[config.mk]
export PLATFORM = sky130hd
export DESIGN_NAME = spq_slot_store
export DESIGN_NICKNAME = d
export VERILOG_FILES = /design/src/rtl/strict_priority_fifo_queue_assert.svh /design/src/rtl/spq_slot_store.sv
export SDC_FILE = /design/constraint.sdc
export NUM_CORES = 2
export LEC_CHECK = 0
export BUFFER_PORTS_ARGS = -buffer_cell sky130_fd_sc_hd__clkbuf_2
export CORE_ASPECT_RATIO = 1.2
export CORE_MARGIN = 1.5
export CORE_UTILIZATION = 55
export CTS_CLUSTER_SIZE = 24
export DETAILED_ROUTE_END_ITERATION = 8
export HOLD_SLACK_MARGIN = 0.15
export PLACE_DENSITY = 0.71
export SETUP_SLACK_MARGIN = 0.3
export SYNTH_ARGS = -nofsm -noshare
export SYNTH_HDL_FRONTEND = slang
export SYNTH_SLANG_ARGS = --single-unit
[constraint.sdc]
create_clock -name i_clk -period 4.2 [get_ports i_clk]
set_input_delay 0.63 -clock i_clk [delete_from_list [all_inputs] [get_ports i_clk]]
set_output_delay 0.63 -clock i_clk [all_outputs]
set_load 0.1 [all_outputs]
[src/rtl/strict_priority_fifo_queue_assert.svh]
// Assertion helpers for the priority queue RTL.
// SPQ_ASSERT_IMP: same-cycle implication, SPQ_ASSERT_NXT: next-cycle implication.
`ifndef STRICT_PRIORITY_FIFO_QUEUE_ASSERT_SVH
`define STRICT_PRIORITY_FIFO_QUEUE_ASSERT_SVH
`ifndef SYNTHESIS
`define SPQ_ASSERT_IMP(lbl, clk, rst_n, ante, cons, msg) \
    lbl: assert property (@(posedge clk) disable iff (!(rst_n)) (ante) |-> (cons)) \
        else $error(msg);
`define SPQ_ASSERT_NXT(lbl, clk, rst_n, ante, cons, msg) \
    lbl: assert property (@(posedge clk) disable iff (!(rst_n)) (ante) |=> (cons)) \
        else $error(msg);
`else
`define SPQ_ASSERT_IMP(lbl, clk, rst_n, ante, cons, msg)
`define SPQ_ASSERT_NXT(lbl, clk, rst_n, ante, cons, msg)
`endif
`endif

[src/rtl/spq_slot_store.sv]
module spq_slot_store #(
    parameter int CAPACITY   = 64,
    parameter int STORE_BITS = 32
) (
    input  logic                        i_clk,
    input  logic [$clog2(CAPACITY)-1:0] i_rd_addr,
    input  logic                        i_link_we,
    input  logic [$clog2(CAPACITY)-1:0] i_link_addr,
    input  logic [$clog2(CAPACITY)-1:0] i_link_data,
    input  logic                        i_hdl_we,
    input  logic [$clog2(CAPACITY)-1:0] i_hdl_addr,
    input  logic [STORE_BITS-1:0]       i_hdl_data,
    output logic [$clog2(CAPACITY)-1:0] o_link_rd,
    output logic [STORE_BITS-1:0]       o_hdl_rd
);
    localparam int SLOT_W = $clog2(CAPACITY);

    logic [SLOT_W-1:0]     r_link_mem [CAPACITY];
    logic [STORE_BITS-1:0] r_hdl_mem  [CAPACITY];
    logic [SLOT_W-1:0]     r_link_rd;
    logic [STORE_BITS-1:0] r_hdl_rd;

    always_ff @(posedge i_clk) begin
        if (i_link_we) begin
            r_link_mem[i_link_addr] <= i_link_data;
        end
        r_link_rd <= r_link_mem[i_rd_addr];
    end

    always_ff @(posedge i_clk) begin
        if (i_hdl_we) begin
            r_hdl_mem[i_hdl_addr] <= i_hdl_data;
        end
        r_hdl_rd <= r_hdl_mem[i_rd_addr];
    end

    assign o_link_rd = r_link_rd;
    assign o_hdl_rd  = r_hdl_rd;

endmodule

## After elaboration in Yosys (flattened, before gate mapping)

Memory sizes are Yosys's and may differ from the RTL's. A register that Yosys moved wholly into a read port is not among the register bits.
Index checks and enable logic that the tools add are counted.
W data, S select, Z words.

- Bits in registers: 0
- Output and inout port bits: 38
- Bits in writable memories: 2,432
- Input port bits: 59
- Memories kept: 2

Memories:

| memory | words | bits a word | read ports | clocked after Yosys merged registers in | wr ports | RTL line | source |
|---|---|---|---|---|---|---|---|
| r_hdl_mem | 64 | 32 | 1 | 1 | 1 | spq_slot_store.sv:19 | `logic [STORE_BITS-1:0] r_hdl_mem [CAPACITY];` |
| r_link_mem | 64 | 6 | 1 | 1 | 1 | spq_slot_store.sv:18 | `logic [SLOT_W-1:0] r_link_mem [CAPACITY];` |

- Muxes and demuxes: 4

Operators by type and width:

| cell | count |
|---|---|
| $mux W1 | 4 |

## Longest topological paths before layout

- Word-level depth: 2
- Depth in mapped cells: 9
- Depth with buffers taken out: 5

## Least setup slack after synthesis

Ideal clock, no wire load.

- Path type: input-to-reg
- Start: in i_hdl_addr[5]
- End: mem r_hdl_mem[32][0] (enable)
- Setup time: 0.421 ns
- Stages on the path: 4
- Slack: 0.967 ns
- Arrival time: 2.812 ns
- Required time: 3.779 ns
- Path buffers: 2
- Cells stage by stage: clkbuf_1 or3b_2 clkbuf_1 nor2_1

RTL lines:

| item | RTL line | source |
|---|---|---|
| start, declared | spq_slot_store.sv:11 | `input logic [$clog2(CAPACITY)-1:0] i_hdl_addr,` |
| end, declared | spq_slot_store.sv:19 |  |

No word-level cell before the write port.

==> key figures <==
Worst setup path
  • Req. time, crit path: 5000 ps
  • CP max FO: 13
  • Critical path arrival: 3800 ps
  • Worst Setup End Kind: flip-flop
  • Worst Setup Start Kind: input port
  • Worst Path Class, Setup: input port to flip-flop

Run status
  • Failing checks: capacitance limit
  • Outcome: complete, but fails checks

Global routing
  • GRT Total Usage: 28.3%
  • Vias in the first global route: 45429
  • GR Util met3: 5.30%
  • Met2 Use GR: 46.0%
  • GR Util met1: 37.2%
  • Grt total ovfl: 0
  • Initial antenna violation count: 13
  • First-pass GRT wire length: 337 mm
  • GR peak layer: met2
  • Largest net degree at the start of global routing: 106

Yosys
  • Synth Cell Area: 93500 µm²
  • Syn_nets: 4152
  • Register area share after synthesis: 78.9%
  • Primary FF master, synth: edfxtp_1
  • Synthesized flop and latch total: 2470
  • Yosys warns: 0
  • Async SR Flop Fraction: 0%
  • Synth unique cells: 41
  • Post-synthesis average cell area: 22.8 µm²
  • Post-synth EDFFs: 2432
  • Synth Instances: 4093

CTS
  • Setup Buffers After CTS: 0
  • CTS Buf Count: 215
  • H-tree depth: 4
  • Max clock buf depth: 3
  • Clk Latency, worst-skew pair: 860 ps
  • TritonCTS clock tree: yes
  • Clock root buffer: clkbuf_16
  • Clock sink count: 2470
  • Clock transition at path regs: 60 ps
  • Post-CTS sizing: 0

Layout
  • Final #Nets: 4462
  • Area growth syn-to-layout: 12.5%
  • Layout cells sized above 1: 29.6%
  • Commonest non-fill, non-tap cells in the layout: edfxtp_1 (2432), mux4_2 (574), clkbuf_16 (221), buf_4 (188), o22ai_1 (152)
  • Final Util: 62.3%
  • Commonest non-fill, non-tap cell in the layout: edfxtp_1

Timing
  • Worst slew pin tran: 1460 ps
  • F_max: 333 MHz
  • Final setup vio count: 0
  • Relative slew slack: 1.95%
  • Endpoints failing hold: 0
  • Slew Limit Fails: 0
  • Post-Route Skew: 25.9 ps
  • RSZ-0062 raised after global routing: false
  • Final min period: 3000 ps
  • Setup tns final: 0 ps
  • Fin crit share: 71.5%

Routing
  • Antenna Nets Post-Route: 0
  • Initial DRT Pass Iterations: 5
  • Post-route DRC: 0
  • Vias per cell: 6.66
  • Vias: 45617
  • Initial drt markers: 5748
  • WL/cell: 35.2 µm
  • Final WL: 241 mm

Floorplan
  • Die area: 172000 µm²
  • Initial Util: 55.4%
  • Area of the core: 169000 µm²
  • Die height: 455 µm
  • Die W: 379 µm
  • # rows: 165
  • Number of I/O pins: 97

Placement
  • Hpwl dp: 142 mm
  • Port Buffers: 96
  • RD Place Congestion: 0.834

Power
  • Worst VDD drop: 0.000514 V
  • P_leak: 0.0327 µW
  • Total power per unit cell area: 472 nW/µm²

Worst hold path
  • Min-delay worst type: input port to flip-flop

Run
  • Max-Cap Viols: 1
-- metrics by stage --
step	hold slack [ps]	setup WS [ps]	cell area, µm²	total power, µW	std cells
after detailed placement	774	406	98300	30900	6438
final	264	1200	105000	49700	6850
after CTS	204	1300	105000	49800	6842
after global routing	261	1240	105000	50800	6843
after global placement	771	413	98300	30900	6438
after floorplan	698	967	93500	29600	4093
-- logic make-up after synthesis --
group	after synthesis	synth area share, %
multiplexers	727	15.6
buffers and inverters	231	1.35
AO/OA/AOI/OAI	367	2.64
flip-flops	2470	78.9
AND/OR/NAND/NOR	298	1.50
-- critical path: stages --
cell	delay, ps
buf_2	210
and2_1	220
buf_4	230
nand2b_1	130
buf_4	310
buf_4	300
o22ai_1	140
nor4_1	1220
buf_4	260
o22a_1	120
-- synth_stat cells (32+ instances only) --
master,n,area [µm²]
edfxtp_1,2432,73000
mux4_2,574,12900
nor2_1,163,612
o22ai_1,152,951
clkbuf_1,84,315
mux2i_1,82,821
mux2_2,71,800
a21oi_1,64,320
buf_2,61,305
buf_4,51,383
dfxtp_1,38,761
o221ai_1,35,307
nor4_1,32,200
-- final timing paths --
kind | start | endpoint | slack (ps) | cells past startpoint
setup / recovery | i_rd_addr[3] | o_hdl_rd[21] | 1200 | 10
hold / removal | i_hdl_data[18] | r_hdl_mem[9][18] | 260 | 1
setup reg to reg | r_hdl_mem[13][18] | o_hdl_rd[18] | 1680 | 4
hold reg to reg | r_link_mem[31][5] | o_link_rd[5] | 780 | 4
-- repair_timing --
action	4_1_cts	5_1_grt
setup endpoints to repair	0	0
hold endpoints to repair	19	0
hold buffers	2	0
-- sequential cells by signal, indices dropped and copies added (netlist names) --
name	cells
r_hdl_mem	2048
r_link_mem	384
o_hdl_rd	32
o_link_rd	6
-- cell type report --
cell class	count	area, µm²
sequential	2470	73800
fill	11115	63500
timing repair buffer	323	2680
clock buffer	274	5770
multi-input combinational	1392	19000
inverter	1	3.75
tap	2254	2820
clock inverter	128	1050
antenna	8	20.0
-- layer usage --
metal	share of wire, %	wire, µm
met4	5.0	12200
met2	50	119000
met3	9.3	22500
met1	36	86800
met5	0.048	116
-- power by group --
group	switching, µW	total (µW)	internal, µW	leakage [µW]
Clock	8650	19300	10600	0.00335
Combinational	2050	2980	934	0.00714
Sequential	132	27400	27300	0.0222
Total	10800	49700	38800	0.0327
(Power assumes the default switching activity.)
