**config.mk**
```make
export PLATFORM = sky130hd
export DESIGN_NAME = spq_alloc
export DESIGN_NICKNAME = d
export VERILOG_FILES = /design/src/rtl/spq_pkg.sv /design/src/rtl/spq_alloc.sv
export VERILOG_INCLUDE_DIRS = /design/src /design/src/rtl
export SDC_FILE = /design/constraint.sdc
export NUM_CORES = 1
export LEC_CHECK = 0
export ABC_AREA = 1
export BUFFER_PORTS_ARGS = -buffer_cell sky130_fd_sc_hd__buf_2
export CELL_PAD_IN_SITES_DETAIL_PLACEMENT = 1
export CELL_PAD_IN_SITES_GLOBAL_PLACEMENT = 1
export CORE_AREA = 2 2 233 235
export DETAILED_ROUTE_END_ITERATION = 8
export DIE_AREA = 0 0 235 237
export GPL_TIMING_DRIVEN = 0
export PLACE_DENSITY = 0.57
export SLEW_MARGIN = 25
export SYNTH_ARGS = -nofsm -noshare
export SYNTH_HDL_FRONTEND = slang
export SYNTH_SLANG_ARGS = --single-unit
```
**constraint.sdc**
```tcl
create_clock -name i_clk -period 5.1 [get_ports i_clk]
set_input_delay 0.51 -clock i_clk [delete_from_list [all_inputs] [get_ports i_clk]]
set_output_delay 0.51 -clock i_clk [all_outputs]
set_load 0.1 [all_outputs]
```
**src/rtl/strict_priority_fifo_queue_assert.svh**
```systemverilog
// Assertion helpers for the priority queue RTL.
// SPQ_ASSERT_IMP: same-cycle implication, SPQ_ASSERT_NXT: next-cycle implication.
`ifndef STRICT_PRIORITY_FIFO_QUEUE_ASSERT_SVH
`define STRICT_PRIORITY_FIFO_QUEUE_ASSERT_SVH
`ifndef SYNTHESIS
`define SPQ_ASSERT_IMP(lbl, clk, rst_n, ante, cons, msg) \
    lbl: assert property (@(posedge clk) disable iff (!(rst_n)) (ante) |-> (cons)) \
        else $error(msg);
`define SPQ_ASSERT_NXT(lbl, clk, rst_n, ante, cons, msg) \
    lbl: assert property (@(posedge clk) disable iff (!(rst_n)) (ante) |=> (cons)) \
        else $error(msg);
`else
`define SPQ_ASSERT_IMP(lbl, clk, rst_n, ante, cons, msg)
`define SPQ_ASSERT_NXT(lbl, clk, rst_n, ante, cons, msg)
`endif
`endif

```
**src/rtl/spq_pkg.sv**
```systemverilog
package spq_pkg;

    localparam int SPQ_MAX_LEVELS  = 8;
    localparam int SPQ_CAPACITY    = 64;
    localparam int SPQ_HANDLE_BITS = 32;

    // fixed field widths of the channels
    localparam int HANDLE_W = 32;
    localparam int PRIO_W   = 3;
    localparam int COUNT_W  = 7;
    localparam int CFG_W    = 4;

    localparam logic [CFG_W-1:0] LEVELS_RESET = 4'd8;

    typedef enum logic {
        CMD_PUSH = 1'b0,
        CMD_POP  = 1'b1
    } t_cmd;

    typedef enum logic [1:0] {
        ST_OK      = 2'd0,
        ST_EMPTY   = 2'd1,
        ST_BADPRIO = 2'd2,
        ST_FULL    = 2'd3
    } t_status;

    typedef logic [CFG_W-1:0] t_levels;

    typedef struct packed {
        t_cmd                command;
        logic [HANDLE_W-1:0] task_handle;
        logic [PRIO_W-1:0]   priority_req;
    } t_spq_req;

    typedef struct packed {
        t_status             status;
        logic [HANDLE_W-1:0] popped_handle;
        logic [PRIO_W-1:0]   popped_level;
        logic [COUNT_W-1:0]  queued_count;
        logic [HANDLE_W-1:0] pushes_total;
    } t_spq_rsp;

    // slot allocator control
    typedef struct packed {
        logic take;
        logic give;
    } t_alloc_ctl;

endpackage

```
**src/rtl/spq_alloc.sv**
```systemverilog
`include "strict_priority_fifo_queue_assert.svh"

module spq_alloc
    import spq_pkg::*;
#(
    parameter int CAPACITY = 64
) (
    input  logic                        i_clk,
    input  logic                        i_rst_n,
    input  t_alloc_ctl                  i_ctl,
    input  logic [$clog2(CAPACITY)-1:0] i_give_slot,
    output logic [$clog2(CAPACITY)-1:0] o_slot
);
    localparam int SLOT_W = $clog2(CAPACITY);
    localparam int CNT_W  = $clog2(CAPACITY + 1);
    localparam logic [CNT_W-1:0] CAP_C = CNT_W'(CAPACITY);

    // freed slots go on a stack; untouched slots come from a fill counter
    logic [SLOT_W-1:0] r_stack [CAPACITY];
    logic [SLOT_W-1:0] r_top_rd;
    logic [CNT_W-1:0]  r_sp;
    logic [CNT_W-1:0]  r_fresh;
    logic [CNT_W-1:0]  w_sp_dec;

    assign w_sp_dec = r_sp - CNT_W'(1);

    always_ff @(posedge i_clk) begin
        if (i_ctl.give) begin
            r_stack[r_sp[SLOT_W-1:0]] <= i_give_slot;
        end
        r_top_rd <= r_stack[w_sp_dec[SLOT_W-1:0]];
    end

    always_ff @(posedge i_clk) begin
        if (!i_rst_n) begin
            r_sp    <= '0;
            r_fresh <= '0;
        end else if (i_ctl.give) begin
            r_sp <= r_sp + CNT_W'(1);
        end else if (i_ctl.take) begin
            if (r_sp != '0) begin
                r_sp <= w_sp_dec;
            end else begin
                r_fresh <= r_fresh + CNT_W'(1);
            end
        end
    end

    assign o_slot = (r_sp != '0) ? r_top_rd : r_fresh[SLOT_W-1:0];

    `SPQ_ASSERT_IMP(a_stack_le_fresh, i_clk, i_rst_n, 1'b1, r_sp <= r_fresh, "stack over fill")
    `SPQ_ASSERT_IMP(a_take_avail, i_clk, i_rst_n, i_ctl.take, (r_sp != '0) || (r_fresh < CAP_C), "take with no free slot")
    `SPQ_ASSERT_IMP(a_one_op, i_clk, i_rst_n, i_ctl.give, !i_ctl.take, "take and give together")

endmodule

```
Yosys cells after proc, flatten, opt, wreduce, memory -nomap -nowiden
Memories as Yosys holds them, arrays and structs flattened. A register that Yosys moved wholly into a read port is not among the register bits.
Cells that the tools add are included.
W data, S select, Z words.
- bits in registers: 14
- RAM bits: 384
- word-level logic and storage cells: 19
- memories kept: 1
- add/sub/neg operators: 3
- mux-type cells: 6
- bitwise gates (word level): 2
- reductions and logical operators: 5
- memory list (memory ; depth ; width ; rd ports ; clocked after Yosys merged registers in ; write ports ; line ; text):
    r_stack ; 64 ; 6 ; 1 ; 1 ; 1 ; spq_alloc.sv:19 ; logic [SLOT_W-1:0] r_stack [CAPACITY];
- operator list (cell ; number):
    $mux W7 ; 3
    $add A7 B1 Y7 const B ; 2
    $reduce_bool A7 Y1 ; 1
    $sub A7 B1 Y7 const B ; 1
    $mux W6 ; 1
    $reduce_bool A2 Y1 ; 2
    $reduce_and A3 Y1 ; 1
    $mux W1 ; 2
    $not A1 Y1 ; 2
    $reduce_and A2 Y1 ; 1

Logic depth before layout (Yosys ltp)
- word-level depth: 4
- gate-level depth with buffers: 15

Least setup slack after synthesis
No wires, ideal clock.
- path kind: register to output
- start point: register r_sp[0]
- end point: output port o_slot[0]
- arrival: 2996 ps
- setup slack: 1594 ps
- cell stages (with the launch flop): 11
- buffers on the path: 4
- path through: dfxtp_1 -> inv_2 -> buf_6 -> buf_2 -> buf_2 -> ha_1 -> nand2_2 -> nor2_4 -> nand2_4 -> buf_2 -> o21ai_1
- word-level cells in the longest chain between the ends: 2
- RTL lines (item ; line ; text):
    from (decl) ; spq_alloc.sv:21 ; logic [CNT_W-1:0] r_sp;
    from (signal assigned) ; spq_alloc.sv:39 ; r_sp <= r_sp + CNT_W'(1);
    from (signal assigned) ; spq_alloc.sv:42 ; r_sp <= w_sp_dec;
    $reduce_bool A7 Y1 ; spq_alloc.sv:49 ; assign o_slot = (r_sp != '0) ? r_top_rd : r_fresh[SLOT_W-1:0];
    $mux W6 ; spq_alloc.sv:49 ;
    to (decl) ; spq_alloc.sv:12 ; output logic [$clog2(CAPACITY)-1:0] o_slot
No other way between the ends.

Worst setup path after layout
Same ends and word-level chain as after synthesis.

==> results.json <==
{
  "synth-edff-count": 384,
  "cp-start-kind": "register",
  "yosysMostFrequentCell": "nand2_1",
  "power_mw": 9.22,
  "synthCells": 1687,
  "critical_path_arrival_ns": 3.36,
  "antenna_found_initial": 0,
  "synth_warnings": 0,
  "avgViaCountPerCell": 5.00,
  "hp-class": "input pin to register",
  "layout.nets": 1770,
  "cts_root_buffer": "clkbuf_16",
  "hold_violations": 0,
  "cap_violations": 0,
  "drv_slew": 0,
  "synth.area.mux_share_pct": 0,
  "peakVddDrop_mv": 0.242,
  "initial_core_util_pct": 32.7,
  "die_x_um": 235,
  "path_class": "register to primary output",
  "period_needed_ns": 3.87,
  "pwr_density_cell_mw_per_mm2": 460,
  "worst_setup_path_end_kind": "primary output",
  "worstPathRequired_ns": 4.59,
  "timing.fmax_ghz": 0.258,
  "critPathMaxFanout": 10,
  "seqCellArea_mm2": 0.0119,
  "setup_viol": 0,
  "async_reset_ff_share_pct": 0,
  "cpPeakStageDelay_ns": 0.45,
  "htreeDepth": 2,
  "crit_path_frequent_cell": "buf_2",
  "synth.cell_area_mm2": 0.0174,
  "cts_buffers": 45,
  "synth_top_cell_by_area": "edfxtp_1",
  "num_vias": 12400,
  "numPortBuffers": 14,
  "grt_pass1_vias": 12700,
  "p_leak_nw": 7.78,
  "synth_compound_area_share_pct": 1.85,
  "gr-total-overflow": 0,
  "yosysSeqAreaShare_pct": 68.4,
  "hold_slack_ns": 0.249,
  "synth_area_leaders": "edfxtp_1 66%, nand2_1 12%, nand3_1 7.4%",
  "grt_max_degree": 49,
  "synth_ff_type": "edfxtp_1",
  "post-route-period-util_pct": 76.0,
  "synth.top_cell.area_share_pct": 66.2,
  "tightest_slew_ns": 1.01,
  "drive_gt1_share_pct": 9.50,
  "gr-usage-all-layers_pct": 20.7,
  "grt_first_pass_wirelength_um": 84300,
  "place_congestion": 0.846,
  "clkLatencyLatePin_ns": 0.58,
  "fp-row-count": 85,
  "synth_xor_area_share_pct": 0.337,
  "wl_per_cell_um": 23.1,
  "ant_nets": 0,
  "fin_tns_setup_ns": 0,
  "io_pins": 16,
  "avgSynthCellArea_um2": 10.3,
  "cts_resized": 0,
  "ys_top_cells_by_count": "539 x nand2_1, 384 x edfxtp_1, 258 x nand3_1, 150 x inv_1, 139 x nor2_1",
  "die_y_um": 237,
  "core_mm2": 0.0533,
  "wirelength_um": 57300,
  "synth.distinct_cells": 36,
  "cts.sinks": 403,
  "synthAdderAreaFrac_pct": 0.215,
  "final_util_pct": 37.6,
  "synth_simple_gate_area_share_pct": 23.4,
  "cts_hold_buf": 0,
  "crit_chain": "inv_2 > buf_6 > buf_2 > buf_2 > ha_1 > nand2_2 > nor2_4 > nand2_4 > buf_2 > o21ai_1 > buf_2",
  "synth_seq_cells": 403,
  "fillCellCount": 5927,
  "cts_setup_buffers": 0,
  "area_growth_pct": 15.1,
  "clkTransAtPathRegs_ns": 0.06,
  "relSlewSlack_pct": 32.8,
  "drcViolationCount": 0,
  "synth_top_family_by_area": "simple AND/OR/NAND/NOR gates",
  "multi_input_area_mm2": 0.00453,
  "synth_nets": 1700,
  "die_area_mm2": 0.0557,
  "first_iter_violations": 860,
  "n_antenna_cell": 0,
  "cts_tree": "done",
  "rsz0062_at_grt": "false",
  "finClkSkew_ns": 0.0149,
  "firstDrtPassIters": 5,
  "cts_buffer_depth": 3,
  "cp_slowest_cell": "buf_2",
  "status": "finished clean",
  "dpl.hpwl_um": 39400
}
==> routing by layer <==
layer	up-vias	part of all wire (%)	GRT usage, %
li1	5773	-	-
met1	6268	45	27.8
met2	280	47	34.2
met3	97	4.5	3.05
met4	0	3.0	7.42
met5	-	0	0
==> path summary, 6_finish.rpt <==
check | from | end | slack (ns) | depth (start not counted)
setup / recovery | r_sp[0]$_SDFFE_PN0P_ | o_slot[0] | 1.23 | 11
hold / removal | i_rst_n | r_sp[6]$_SDFFE_PN0P_ | 0.25 | 3
setup reg to reg | r_sp[0]$_SDFFE_PN0P_ | r_top_rd[3]$_DFF_P_ | 1.44 | 14
hold reg to reg | r_fresh[4]$_SDFFE_PN0P_ | r_fresh[4]$_SDFFE_PN0P_ | 0.48 | 2
==> cells in the final DEF, fill, tap and decap left out, types with 2 or more instances in the layout <==
| cell | synthesis | layout |
|---|---|---|
| a21oi_1 | 10 | 10 |
| buf_1 | 12 | 12 |
| buf_12 | 0 | 4 |
| buf_16 | 0 | 2 |
| buf_2 | 45 | 53 |
| buf_4 | 4 | 13 |
| buf_6 | 3 | 3 |
| bufinv_16 | 0 | 6 |
| clkbuf_1 | 24 | 39 |
| clkbuf_16 | 0 | 47 |
| clkinv_2 | 1 | 7 |
| clkinv_4 | 0 | 2 |
| dfxtp_1 | 19 | 19 |
| edfxtp_1 | 384 | 384 |
| ha_1 | 3 | 3 |
| inv_1 | 150 | 150 |
| inv_2 | 7 | 7 |
| nand2_1 | 539 | 539 |
| nand2_2 | 3 | 3 |
| nand2_4 | 2 | 2 |
| nand3_1 | 258 | 258 |
| nand4_1 | 7 | 7 |
| nor2_1 | 139 | 139 |
| nor2_2 | 2 | 2 |
| nor2_4 | 2 | 2 |
| nor3_1 | 3 | 2 |
| nor3_2 | 2 | 3 |
| nor4_2 | 0 | 5 |
| o21ai_0 | 33 | 33 |
| o21ai_1 | 17 | 17 |
| xor2_1 | 3 | 3 |
==> state kept, by name (all words and copies together) (netlist names) <==
register	flops
r_sp	7
r_top_rd	6
r_stack	384
r_fresh	6
==> critical path, delay by kind of cell (launching register included) <==
kind | cells | cell delay [ns]
AOI/OAI and AO/OA | 1 | 0.15
adders and majority gates | 1 | 0.32
DFF | 1 | 0.36
buffers and inverters | 6 | 1.53
and+or+nand+nor | 3 | 0.42
==> cells by family after synthesis <==
kind of cell / count (synthesis)
AO/OA/AOI/OAI: 63
XOR/XNOR: 5
adder cells (fa/ha/maj): 3
buffers and inverters: 247
flip-flops: 403
AND/OR/NAND/NOR: 966
==> cell type report <==
type | instances | share of cell area (%)
tap | 696 | 4.34
timing repair buffer | 23 | 1.21
multi-input combinational | 1037 | 22.6
clock buffer | 62 | 6.14
sequential | 403 | 59.4
clock inverter | 17 | 1.24
inverter | 158 | 2.96
buffer | 89 | 2.14
==> per-stage QoR <==
stage          cells  cell area [um^2]  setup WS (ns)
2_1_floorplan   1687             17400           1.59
3_3_place_gp    2397             18400           1.52
3_5_place_dp    2406             18600           1.47
4_1_cts         2485             20100           1.20
5_1_grt         2485             20100           1.07
6_report        2485             20100           1.23
==> power by group <==
group	internal [mW]	switching (mW)
clock network	1.99	1.34
registers	3.69	0.0203
logic	0.512	1.67
total	6.19	3.03
Power figures use the tool's default switching activity.
